**src/rtl/dgm_pkg.sv**
```systemverilog
// shared types and constants for the device group membership table
// used by dgm_ctrl, dgm_dp and the top level
`default_nettype none
package dgm_pkg;
  localparam int MaxDevices = 32;
  localparam int MaxGroups  = 16;
  localparam int SlotW  = $clog2(MaxDevices);
  localparam int DevCntW = $clog2(MaxDevices + 1);
  localparam int GrpIdxW = $clog2(MaxGroups);
  localparam int GrpCntW = $clog2(MaxGroups + 1);
  localparam int ListDepth = MaxDevices * MaxGroups;
  localparam int ListAddrW = SlotW + GrpIdxW;

  localparam logic [2:0] CmdAdd    = 3'd0;
  localparam logic [2:0] CmdRemove = 3'd1;
  localparam logic [2:0] CmdForget = 3'd2;
  localparam logic [2:0] CmdList   = 3'd3;
  localparam logic [2:0] CmdSet    = 3'd4;

  typedef enum logic [4:0] {
    ST_IDLE,
    ST_SRCH_RD,   // issue key read at search index
    ST_SRCH_CMP,  // compare registered key
    ST_DISPATCH,  // search done, decide action
    ST_ADD_RD,    // read list entry for duplicate scan
    ST_ADD_CMP,
    ST_ADD_WR,
    ST_ADD_NEW,
    ST_RM_RD,
    ST_RM_CMP,
    ST_SH_RD,     // shift: read entry k+1
    ST_SH_WR,     // shift: write entry k
    ST_RM_DONE,
    ST_FG_RD,     // forget: read last device key/count
    ST_FG_WR,
    ST_CP_RD,     // copy list entries of last into slot
    ST_CP_WR,
    ST_LS_RD,
    ST_LS_OUT,
    ST_RESULT
  } state_t;

  // controller commands to datapath
  typedef struct packed {
    logic load_in;     // capture input beat
    logic srch_clr;    // reset search index
    logic srch_inc;
    logic found_set;   // matched at search index
    logic key_rd;      // read key at search index
    logic cnt_rd;      // read count at found slot
    logic grp_rd_j;    // read list entry j of slot
    logic grp_rd_j1;   // read list entry j+1 of slot
    logic j_clr;
    logic j_inc;
    logic grp_wr_cnt;  // write gid at slot,count
    logic grp_wr_new;  // write gid at device_count,0
    logic grp_wr_j;    // write shifted data at slot,j
    logic cnt_wr_inc;  // count[slot] <= count+1
    logic cnt_wr_dec;
    logic new_dev;     // key,count for new device, device_count++
    logic last_rd;     // read key/count of last device
    logic mv_wr;       // write last key/count into slot, dev_count--
    logic dev_dec;     // device_count-- without move
    logic cp_rd;       // read list entry j of last
    logic cp_wr;       // write it to slot entry j
    logic ch_set;      // op changed flag <= 1
    logic ch_clr;
    logic set_flag_ld; // set_changed_so_far <= forget result
    logic set_flag_or; // set_changed_so_far |= op changed
    logic out_load;    // present a result beat
    logic out_list;    // result is a list beat
    logic fg_phase_clr;
    logic fg_phase_set; // set cmd: forget stage done, now add
  } dgm_cmd_t;

  typedef struct packed {
    logic [2:0] cmd;
    logic       set_first;
    logic       group_present;
    logic       fg_phase;
    logic       srch_end;     // index reached device_count
    logic       key_hit;
    logic       found;
    logic       full_table;
    logic       j_at_cnt;     // j reached count
    logic       j1_at_cnt;    // j+1 reached count
    logic       cnt_full;
    logic       cnt_is_one;
    logic       grp_hit;
    logic       slot_is_last;
    logic       list_zero;
    logic       list_last;    // j+1 == n
    logic       out_busy;     // result register holds an untaken beat
  } dgm_stat_t;
endpackage
`default_nettype wire

```
**src/rtl/dgm_ctrl.sv**
```systemverilog
// controller state machine sequencing search, add, remove, forget, list and set
// depends on dgm_pkg
`default_nettype none
module dgm_ctrl (
  input  wire logic               clk,
  input  wire logic               rst_n,
  input  wire logic               in_valid,
  output logic                    in_stall,
  input  wire dgm_pkg::dgm_stat_t st,
  output dgm_pkg::dgm_cmd_t       ctl
);
  dgm_pkg::state_t state_r, state_nxt;

  always_ff @(posedge clk) begin
    if (!rst_n) state_r <= dgm_pkg::ST_IDLE;
    else state_r <= state_nxt;
  end

  // which sub-operation the current pass performs
  logic op_add, op_rm, op_fg;
  always_comb begin
    op_add = st.cmd == dgm_pkg::CmdAdd || (st.cmd == dgm_pkg::CmdSet && st.fg_phase);
    op_rm  = st.cmd == dgm_pkg::CmdRemove;
    op_fg  = st.cmd == dgm_pkg::CmdForget || (st.cmd == dgm_pkg::CmdSet && !st.fg_phase);
  end

  always_comb begin
    state_nxt = state_r;
    unique case (state_r)
      dgm_pkg::ST_IDLE: if (in_valid) state_nxt = dgm_pkg::ST_SRCH_RD;
      dgm_pkg::ST_SRCH_RD:
        state_nxt = st.srch_end ? dgm_pkg::ST_DISPATCH : dgm_pkg::ST_SRCH_CMP;
      dgm_pkg::ST_SRCH_CMP:
        state_nxt = st.key_hit ? dgm_pkg::ST_DISPATCH : dgm_pkg::ST_SRCH_RD;
      dgm_pkg::ST_DISPATCH: begin
        if (st.cmd == dgm_pkg::CmdList) begin
          state_nxt = dgm_pkg::ST_LS_RD;
        end else if (st.cmd == dgm_pkg::CmdSet && !st.fg_phase && !st.set_first) begin
          state_nxt = st.group_present ? dgm_pkg::ST_SRCH_RD : dgm_pkg::ST_RESULT;
        end else if (op_add) begin
          state_nxt = st.found ? dgm_pkg::ST_ADD_RD
                    : (st.full_table ? dgm_pkg::ST_RESULT : dgm_pkg::ST_ADD_NEW);
        end else if (op_rm) begin
          state_nxt = st.found ? dgm_pkg::ST_RM_RD : dgm_pkg::ST_RESULT;
        end else if (op_fg) begin
          state_nxt = st.found ? dgm_pkg::ST_FG_RD
                    : ((st.cmd == dgm_pkg::CmdSet && st.group_present)
                       ? dgm_pkg::ST_SRCH_RD : dgm_pkg::ST_RESULT);
        end else begin
          state_nxt = dgm_pkg::ST_RESULT;
        end
      end
      dgm_pkg::ST_ADD_RD:
        state_nxt = st.j_at_cnt ? dgm_pkg::ST_ADD_WR : dgm_pkg::ST_ADD_CMP;
      dgm_pkg::ST_ADD_CMP:
        state_nxt = st.grp_hit ? dgm_pkg::ST_RESULT : dgm_pkg::ST_ADD_RD;
      dgm_pkg::ST_ADD_WR: state_nxt = dgm_pkg::ST_RESULT;
      dgm_pkg::ST_ADD_NEW: state_nxt = dgm_pkg::ST_RESULT;
      dgm_pkg::ST_RM_RD:
        state_nxt = st.j_at_cnt ? dgm_pkg::ST_RESULT : dgm_pkg::ST_RM_CMP;
      dgm_pkg::ST_RM_CMP:
        state_nxt = st.grp_hit ? (st.j1_at_cnt ? dgm_pkg::ST_RM_DONE : dgm_pkg::ST_SH_RD)
                               : dgm_pkg::ST_RM_RD;
      dgm_pkg::ST_SH_RD: state_nxt = dgm_pkg::ST_SH_WR;
      dgm_pkg::ST_SH_WR:
        state_nxt = st.j1_at_cnt ? dgm_pkg::ST_RM_DONE : dgm_pkg::ST_SH_RD;
      dgm_pkg::ST_RM_DONE:
        state_nxt = st.cnt_is_one ? dgm_pkg::ST_FG_RD : dgm_pkg::ST_RESULT;
      dgm_pkg::ST_FG_RD: state_nxt = dgm_pkg::ST_FG_WR;
      dgm_pkg::ST_FG_WR: begin
        if (!st.slot_is_last) state_nxt = dgm_pkg::ST_CP_RD;
        else if (st.cmd == dgm_pkg::CmdSet && st.group_present) state_nxt = dgm_pkg::ST_SRCH_RD;
        else state_nxt = dgm_pkg::ST_RESULT;
      end
      dgm_pkg::ST_CP_RD: state_nxt = dgm_pkg::ST_CP_WR;
      dgm_pkg::ST_CP_WR: begin
        if (!st.j1_at_cnt) state_nxt = dgm_pkg::ST_CP_RD;
        else if (st.cmd == dgm_pkg::CmdSet && st.group_present) state_nxt = dgm_pkg::ST_SRCH_RD;
        else state_nxt = dgm_pkg::ST_RESULT;
      end
      dgm_pkg::ST_LS_RD:
        state_nxt = st.list_zero ? dgm_pkg::ST_RESULT : dgm_pkg::ST_LS_OUT;
      dgm_pkg::ST_LS_OUT:
        if (!st.out_busy) state_nxt = st.list_last ? dgm_pkg::ST_IDLE : dgm_pkg::ST_LS_RD;
      dgm_pkg::ST_RESULT: if (!st.out_busy) state_nxt = dgm_pkg::ST_IDLE;
      default: state_nxt = dgm_pkg::ST_IDLE;
    endcase
  end

  always_comb begin
    ctl = '0;
    in_stall = 1'b1;
    unique case (state_r)
      dgm_pkg::ST_IDLE: begin
        in_stall = 1'b0;
        ctl.load_in = in_valid;
        ctl.srch_clr = 1'b1;
        ctl.ch_clr = 1'b1;
        ctl.fg_phase_clr = 1'b1;
      end
      dgm_pkg::ST_SRCH_RD: ctl.key_rd = 1'b1;
      dgm_pkg::ST_SRCH_CMP: begin
        ctl.found_set = st.key_hit;
        ctl.srch_inc = !st.key_hit;
      end
      dgm_pkg::ST_DISPATCH: begin
        ctl.j_clr = 1'b1;
        ctl.cnt_rd = st.found;
        if (st.cmd == dgm_pkg::CmdSet && !st.fg_phase) begin
          if (!st.set_first) begin
            ctl.fg_phase_set = 1'b1;
            ctl.srch_clr = st.group_present;
          end else if (!st.found) begin
            ctl.set_flag_ld = 1'b1;
            ctl.fg_phase_set = 1'b1;
            ctl.srch_clr = 1'b1;
          end
        end
      end
      dgm_pkg::ST_ADD_RD: ;
      dgm_pkg::ST_ADD_CMP: ctl.j_inc = !st.grp_hit;
      dgm_pkg::ST_ADD_WR: if (!st.cnt_full) begin
        ctl.grp_wr_cnt = 1'b1; ctl.cnt_wr_inc = 1'b1; ctl.ch_set = 1'b1;
      end
      dgm_pkg::ST_ADD_NEW: begin
        ctl.new_dev = 1'b1; ctl.grp_wr_new = 1'b1; ctl.ch_set = 1'b1;
      end
      dgm_pkg::ST_RM_RD: ;
      dgm_pkg::ST_RM_CMP: begin
        ctl.j_inc = !st.grp_hit;
        ctl.grp_rd_j1 = st.grp_hit;
      end
      dgm_pkg::ST_SH_RD: ctl.grp_rd_j1 = 1'b1;
      dgm_pkg::ST_SH_WR: begin
        ctl.grp_wr_j = 1'b1; ctl.j_inc = 1'b1; ctl.grp_rd_j1 = 1'b1;
      end
      dgm_pkg::ST_RM_DONE: begin
        ctl.cnt_wr_dec = 1'b1; ctl.ch_set = 1'b1;
      end
      dgm_pkg::ST_FG_RD: begin
        ctl.last_rd = 1'b1; ctl.ch_set = 1'b1; ctl.j_clr = 1'b1;
      end
      dgm_pkg::ST_FG_WR: begin
        ctl.mv_wr = !st.slot_is_last;
        ctl.dev_dec = st.slot_is_last;
        ctl.cp_rd = 1'b1;
        if (st.cmd == dgm_pkg::CmdSet) begin
          ctl.set_flag_ld = 1'b1;
          if (st.slot_is_last) begin
            ctl.fg_phase_set = 1'b1; ctl.srch_clr = 1'b1; ctl.ch_clr = 1'b1;
          end
        end
      end
      dgm_pkg::ST_CP_RD: ctl.cp_rd = 1'b1;
      dgm_pkg::ST_CP_WR: begin
        ctl.cp_wr = 1'b1; ctl.j_inc = 1'b1; ctl.cp_rd = 1'b1;
        if (st.j1_at_cnt && st.cmd == dgm_pkg::CmdSet) begin
          ctl.fg_phase_set = 1'b1; ctl.srch_clr = 1'b1; ctl.ch_clr = 1'b1;
        end
      end
      dgm_pkg::ST_LS_RD: ;
      dgm_pkg::ST_LS_OUT: if (!st.out_busy) begin
        ctl.out_load = 1'b1; ctl.out_list = 1'b1; ctl.j_inc = 1'b1;
      end
      dgm_pkg::ST_RESULT: if (!st.out_busy) begin
        ctl.out_load = 1'b1;
        ctl.set_flag_or = st.cmd == dgm_pkg::CmdSet && st.fg_phase;
      end
      default: ;
    endcase
  end

  a_idle_only_accept: assert property (@(posedge clk) disable iff (!rst_n)
    !in_stall |-> state_r == dgm_pkg::ST_IDLE) else $error("accept outside idle");
  a_load_idle: assert property (@(posedge clk) disable iff (!rst_n)
    ctl.load_in |=> state_r == dgm_pkg::ST_SRCH_RD) else $error("load did not start search");
  a_one_write: assert property (@(posedge clk) disable iff (!rst_n)
    $onehot0({ctl.new_dev, ctl.mv_wr, ctl.cnt_wr_inc, ctl.cnt_wr_dec}))
    else $error("count ram double write");
endmodule
`default_nettype wire

```
**config.mk**
```make
export PLATFORM = sky130hd
export DESIGN_NAME = dgm_ctrl
export DESIGN_NICKNAME = d
export VERILOG_FILES = /design/src/rtl/dgm_pkg.sv /design/src/rtl/dgm_ctrl.sv
export SDC_FILE = /design/constraint.sdc
export NUM_CORES = 1
export LEC_CHECK = 0
export BUFFER_PORTS_ARGS = -buffer_cell sky130_fd_sc_hd__buf_2
export CAP_MARGIN = 40
export CORE_MARGIN = 2
export CORE_UTILIZATION = 51
export CTS_CLUSTER_DIAMETER = 60
export DETAILED_ROUTE_END_ITERATION = 10
export GPL_ROUTABILITY_DRIVEN = 0
export GPL_TIMING_DRIVEN = 1
export PLACE_DENSITY_LB_ADDON = 0.15
export SLEW_MARGIN = 20
export SYNTH_ARGS = -nofsm -noshare
export SYNTH_HDL_FRONTEND = slang
export SYNTH_SLANG_ARGS = --single-unit
```
**constraint.sdc**
```tcl
create_clock -name clk -period 3.7 [get_ports clk]
set_input_delay 0.185 -clock clk [delete_from_list [all_inputs] [get_ports clk]]
set_output_delay 0.185 -clock clk [all_outputs]
set_load 0.05 [all_outputs]
```
-- Word level (Yosys, flattened, before mapping)
Index checks and enable logic that the tools add are counted.
- input bits: 22
- word-level logic and storage cells: 116
- output and inout bits: 30
- register bits after elaboration: 5
- equality and inequality tests: 26
- reduce and logical (&&, ||, !) cells: 22
- muxes and demuxes: 67
- operators by type and width (kind ; number):
    $mux W5 ; 21
    $pmux W5 S19 ; 1
    $eq A5 B4 Y1 const B ; 8
    $mux W1 ; 29
    $eq A5 B3 Y1 const B ; 4
    $eq A5 B5 Y1 const B ; 4
    $mux W2 ; 7
    $eq A5 B2 Y1 const B ; 2
    $reduce_or A2 Y1 ; 5
    $pmux W1 S3 ; 3
    $pmux W1 S2 ; 4
    $eq A3 B2 Y1 const B ; 2
    $ne A2 B2 Y1 const B ; 3
    $reduce_or A3 Y1 ; 2
    $eq A5 B1 Y1 const B ; 1
    $logic_and A1 B1 Y1 ; 5
    $logic_not A1 Y1 ; 5
    $logic_not A5 Y1 ; 1
    $pmux W1 S4 ; 1
    $eq A3 B1 Y1 const B ; 1
    $eq A3 B3 Y1 const B ; 1
    $logic_not A3 Y1 ; 1
    $mux W3 ; 1
    $reduce_and A3 Y1 ; 1
    $logic_or A1 B1 Y1 ; 2

-- Longest topological paths before layout
Gate-level depths: netlist of run 1.
- depth after elaboration: 10
- gate-level depth with buffers: 6
- depth with buffers taken out: 4

-- Least setup slack after synthesis of run 1
Ideal clock, no wire load.
- path kind: reg2out
- from: reg state_r[2]
- to: out ctl[18] in the netlist's numbering
- buffers on the path: 3
- data required time: 3.515 ns
- setup slack: 0.934 ns
- cell stages (with the launch flop): 6
- arrival time: 2.581 ns
- cells stage by stage: dfxtp_1 buf_4 buf_2 or3b_2 nor3_1 buf_4
- RTL lines (element ; line ; source):
    start: declaration ; dgm_ctrl.sv:12 ; dgm_pkg::state_t state_r, state_nxt;
    start signal: assignment ; dgm_ctrl.sv:15 ; if (!rst_n) state_r <= dgm_pkg::ST_IDLE;
    start signal: assignment ; dgm_ctrl.sv:16 ; else state_r <= state_nxt;
    end: declaration ; dgm_ctrl.sv:10 ; output dgm_pkg::dgm_cmd_t ctl

==> qor.txt, run 1 <==
Normalized max-slew margin: 57.1%
Leakage: 0.577 nW
Critical Path Source Type: register
Clock Tree Buf Depth: 2
DR WL/cell: 14.7 um
Arr. time, crit path: 2.22 ns
Max reg flops: 5
Number of remaining DRC errors: 0
Synthesized Nets: 194
Rows: 17
Final WS setup: 1.30 ns
Outcome: finished, final reports clean
Final setup fails: 0
First-pass GRT wire length: 5690 um
CTS tree: built
I/O Buffers: 50
Post-synth top area cell: dfxtp_1
Crit path from: state_r[4]
Fin crit period: 2.40 ns
Crit share post-route: 64.9%
Leading cell types in the layout, fill and taps excluded: 50 x buf_2, 17 x nor2_1, 12 x nand2_1, 10 x o21ai_0, 9 x nor3_1
Initial Utilization: 53.1%
Post-DP HPWL: 2700 um
CTS Hold Bufs: 0
R2R setup slack: 1.79 ns
Final #Nets: 228
CP endpoint kind: output pin
# fillers: 224
FMAX: 416 MHz
Initial antenna violation count: 0
Worst slew pin tran: 0.642 ns
Iter 0 DRT Violations: 55
Final Max Slew Viols: 0
Clock Latency Late Sink: 0.24 ns
Area contributors post-synth: dfxtp_1 8.7%, nor2_1 5.5%, buf_2 5.2%, o21ai_0 4.3%, nor3_1 3.9%
Setup_tns: 0 ns
Dominant synthesized flop cell: dfxtp_1
Slowest cell on crit path: dfxtp_1
Vias in the first global route: 1219
Congestion Overflow GR: 0
Yosys cell types: 56
Die span in y: 51.5 um
Die area: 2650 um^2
VDD IR max: 0.000261 V
Die width: 51.5 um
Setup CP Type: reg -> out
DRT Pass-1 Iters: 6
DP Worst Slack: 1.59 ns
Setup bufs post-CTS: 0
Critical Path RT: 3.51 ns
CP max FO: 22
Largest net degree at the start of global routing: 23
Post-synth ARST share: 0%
Worst r2r src: state_r[0]
R2R depth: 4
Ys Warns: 0
CP endpoint: ctl[19]
Synth Area per Inst: 6.69 um^2
Area growth syn-to-layout: 15.7%
Reg-to-reg endpoint: state_r[2]
Post-DR vias/cell: 6.16
Worst path cell trace: or3b_1 -> nor3_1 -> a21oi_1 -> nand2_1 -> buf_2
Storage cell area: 100 um^2
Slowest cell delay on critical path: 0.71 ns
Power Density: 391 nW/um^2
Final WL: 3440 um
Via count: 1435
GRT Overall Usage: 27.5%
Final Hold Vio Count: 0
Area of the multi-input gates: 897 um^2
EDFF count, synth: 0
Gate Count Post-Synth: 172
Number of diodes: 0
Largest reg by FF count: state_r
#FFs+latches synth: 5
Largest registers: state_r: 5 flops
RSZ-0062 raised after global routing: false
Num CTS Buffers: 3
Seq/Total Area, Yosys: 8.70%
ANT nets after route: 0
Num ports: 52
Layout cells sized above 1: 31.2%
CTS sink cnt: 5
Worst hold path class: in -> reg
Area share of the largest cell type after synthesis: 8.70%
Commonest non-fill, non-tap cell in the layout: buf_2
Final Hold Slack: 0.238 ns
Mapped cell area: 1150 um^2
CTS-repair resized insts: 0
Worst Skew: 0.00222 ns
# H-tree levels: 1
Core Area: 2170 um^2
Max Cap Viol: 0
CTS clk-pin slew, worst paths: 0.04 ns
Clock Tree Root: clkbuf_4
-- through the flow --
stage	power, W	cells	area (um^2)	utilization, %
final	0.000521	233	1330	61.4
after global routing	0.000550	233	1330	61.4
after CTS	0.000516	233	1330	61.4
after detailed placement	0.000452	229	1310	60.1
after global placement	0.000450	229	1310	60.1
after floorplan	0.000387	172	1150	-
-- critical path: cells and delay by family, from the launching register on --
family	cells	cell delay (ns)
simple gates	3	0.91
flops	1	0.71
buf+inv	1	0.26
compound gates	1	0.08
-- how the worst min path moves through the flow --
stage                start          to  depth (start not counted)
CTS                  rst_n  state_r[3]                          3
global placement     rst_n  state_r[3]                          3
detailed placement   rst_n  state_r[3]                          3
global route         rst_n  state_r[3]                          3
floorplan           st[10]  state_r[3]                          2
finish               rst_n  state_r[3]                          3
-- final cells by class --
cell class	count	area share, %
Clock buffer	4	1.97
Inverter	6	1.69
Multi-Input combinational cell	140	67.4
Sequential cell	5	7.52
Tap cell	28	2.63
Timing Repair Buffer	50	18.8
-- cell usage after synthesis, types with 6 or more instances --
library cell,n
nand3_1,7
nor2b_1,6
nor3_1,9
nand2b_1,6
inv_1,6
o21ai_0,10
nor2_1,17
buf_4,6
nand2_1,12
a21oi_1,6
buf_2,12
-- kinds of logic (layout without fill, tap and decap cells) --
family,Yosys count,after routing,share of synthesized area (%)
xor gates and xnor gates,1,1,0.761
DFF,5,5,8.70
muxes,1,1,0.978
buffers and inverters,27,60,13.4
AOI/OAI and AO/OA,52,52,33.8
other,1,1,0.326
and+or+nand+nor,85,85,42.1
-- power breakdown --
part | internal [W] | total (W) | leakage, nW | switching (W)
logic | 0.000103 | 0.000355 | 0.521 | 0.000253
clock network | 0.0000408 | 0.0000633 | 0.0150 | 0.0000225
registers | 0.0000620 | 0.000102 | 0.0409 | 0.0000404
total | 0.000205 | 0.000521 | 0.577 | 0.000316
-- layer usage --
layer / share of wire [%] / vias to the layer above / global-route usage, %
li1: - / 705 / -
met1: 42 / 657 / 36.6
met2: 48 / 67 / 46.2
met3: 7.7 / 6 / 4.31
met4: 1.5 / 0 / 7.46
met5: 0 / - / 0
Power figures use the tool's default switching activity.
==> inputs of run 2 (changes only) <==
--- a/config.mk
+++ b/config.mk
@@ -8,7 +8,7 @@
 export BUFFER_PORTS_ARGS = -buffer_cell sky130_fd_sc_hd__buf_2
 export CAP_MARGIN = 40
 export CORE_MARGIN = 2
-export CORE_UTILIZATION = 51
+export CORE_UTILIZATION = 47
 export CTS_CLUSTER_DIAMETER = 60
 export DETAILED_ROUTE_END_ITERATION = 10
 export GPL_ROUTABILITY_DRIVEN = 0
==> constraint.sdc (replaced) <==
create_clock -name clk -period 2.3 [get_ports clk]
set_input_delay 0.115 -clock clk [delete_from_list [all_inputs] [get_ports clk]]
set_output_delay 0.115 -clock clk [all_outputs]
set_load 0.05 [all_outputs]
==> run 2 against run 1 <==
Effect of this change: worst hold slack lost 0.077 ns; critical path type unchanged; global-route usage shrank 0.93 points; total power grew 66%; count of clock-buffer cells in the layout shrank 1; sequential share of layout area shrank 0.091 points; die area grew 7.8%; critical endpoint is now ctl[6].
==> qor.txt, run 2 (synthesis gave the netlist of run 1 again) <==
CTS tree: built
CTS Hold Bufs: 0 (unchanged)
Final Hold Vio Count: 0 (unchanged)
Max reg flops: 5 (unchanged)
Largest registers: state_r: 5 flops
Layout cells sized above 1: 35.4% (+4.2 points)
Initial Utilization: 51.1% (-2.0 points)
Final Max Slew Viols: 0 (unchanged)
Busiest layer in global routing: met2
Post-DP HPWL: 2860 um (+6.1%)
Die span in y: 53.5 um (+3.8%)
Final setup fails: 0 (unchanged)
Largest reg by FF count: state_r
Vias in the first global route: 1273 (+4.4%)
Critical Path Source Type: register
Final Total Pwr: 0.000863 W (+66%)
Worst Skew: 0.00671 ns (+0.00449 ns)
VDD IR max: 0.000514 V (+97%)
CP Buf/Inv Count: 2 (+1)
CTS-repair resized insts: 0 (unchanged)
Initial antenna violation count: 0 (unchanged)
Final Hold Slack: 0.161 ns (-0.0770 ns)
Clock Tree Root: clkbuf_4
Grt met3 use: 4.52% (+0.21 points)
CTS sink cnt: 5 (unchanged)
Met2 Resource Use GR: 47.9% (+1.8 points)
Slowest cell on crit path: dfxtp_1
DR WL/cell: 15.0 um (+2.0%)
I/O Buffers: 50 (unchanged)
Critical Path RT: 2.18 ns (-1.33 ns)
CP max FO: 15 (-32%)
Via count: 1432 (-0.21%)
Iter 0 DRT Violations: 43 (-22%)
Largest net degree at the start of global routing: 22 (-4.3%)
GRT met1 Usage: 32.8% (-3.7 points)
GRT Overall Usage: 26.6% (-0.93 points)
Hold Crit Start: rst_n
Die width: 53.5 um (+3.8%)
Die area: 2860 um^2 (+7.8%)
Leakage: 0.601 nW (+4.2%)
Final WL: 3560 um (+3.7%)
Number of diodes: 0 (unchanged)
Final #Nets: 232 (+1.8%)
Rows: 17 (unchanged)
Fin crit period: 2.09 ns
RSZ-0062 raised after global routing: false
DRT Pass-1 Iters: 4 (-2)
Number of remaining DRC errors: 0 (unchanged)
Congestion Overflow GR: 0 (unchanged)
Max Cap Viol: 0 (unchanged)
Area growth syn-to-layout: 20.0%
CTS clk-pin slew, worst paths: 0.05 ns (about the same)
Worst hold path class: in -> reg
ANT nets after route: 0 (unchanged)
Worst r2r src: state_r[0]
Setup CP Type: reg -> out
Crit share post-route: 90.9%
FMAX: 478 MHz
Leading cell types in the layout, fill and taps excluded: 50 x buf_2, 17 x nor2_1, 12 x nand2_1, 10 x o21ai_0
Commonest non-fill, non-tap cell in the layout: buf_2
Setup bufs post-CTS: 0 (unchanged)
CP top delay family: simple AND/OR/NAND/NOR gates
Num CTS Buffers: 3 (unchanged)
Slowest cell delay on critical path: 0.45 ns (-0.26 ns)
Crit path from: state_r[0]
Post-Route Utilization: 61.3% (-0.096 points)
Outcome: finished, final reports clean
# fillers: 247 (+10%)
Power Density: 625 nW/um^2 (+60%)
Clock Tree Buf Depth: 2 (unchanged)
Post-DR vias/cell: 6.04 (-1.9%)
Arr. time, crit path: 1.97 ns (-0.25 ns)
# H-tree levels: 1 (unchanged)
Worst path cell trace: buf_4 -> nor2b_1 -> and3_1 -> nor2_1 -> o21ai_0 -> buf_2
CP endpoint kind: output pin
Num ports: 52 (unchanged)
Core Area: 2250 um^2 (+3.9%)
Clock Latency Late Sink: 0.25 ns (about the same)
First-pass GRT wire length: 5730 um (+0.74%)
## run 2: cell types whose count changed in the layout (fill, tap and decap cells not counted)
cell / before / now
buf_4: 0 / 4
clkbuf_1: 1 / 0
clkinv_2: 0 / 1
dfxtp_1: 5 / 3
dfxtp_2: 0 / 2
nor3_1: 9 / 7
nor3_2: 0 / 2
nor4_1: 1 / 0
nor4_2: 0 / 1
## run 2: routing by layer
layer,routed length (um),vias up
met3,255,6
met1,1520,642
met2,1750,77
met5,0,-
li1,-,707
met4,36,0
## run 2: per-stage QoR
step                instances  TNS [ns]  setup slack [ns]  instance area (um^2)
finish                    237         0             0.210                  1380
global route              237         0            0.0637                  1380
floorplan                 172    -0.648            -0.324                  1170
global placement          233         0             0.437                  1350
detailed placement        233         0             0.370                  1350
CTS                       237         0            0.0997                  1380
## run 2: worst paths after layout
check / to / slack, ns / depth (start not counted)
hold reg to reg: state_r[0] / 0.73 / 2
setup / recovery: ctl[6] / 0.21 / 6
hold / removal: state_r[3] / 0.16 / 3
setup reg to reg: state_r[0] / 0.54 / 5
## run 2: where the power goes
| part | switching [W] | internal (W) | leakage (nW) |
|---|---|---|---|
| combinational | 0.000432 | 0.000176 | 0.542 |
| clock | 0.0000396 | 0.0000631 | 0.0177 |
| sequential | 0.0000515 | 0.000101 | 0.0417 |
## run 2: worst register-to-register path, stage by stage, from the launching register on
cell      delay (ns)
dfxtp_1         0.61
buf_4           0.24
nor2b_1         0.09
a22o_1          0.24
a221oi_1        0.34
a211oi_2        0.12
## run 2: cell type report
class,count,area (um^2),area share (%)
timing repair buffer,54,280,20.3
clock inverter,1,5.00,0.362
sequential,5,103,7.43
tap,28,35.0,2.54
inverter,6,22.5,1.63
multi-input combinational,140,913,66.1
clock buffer,3,22.5,1.63
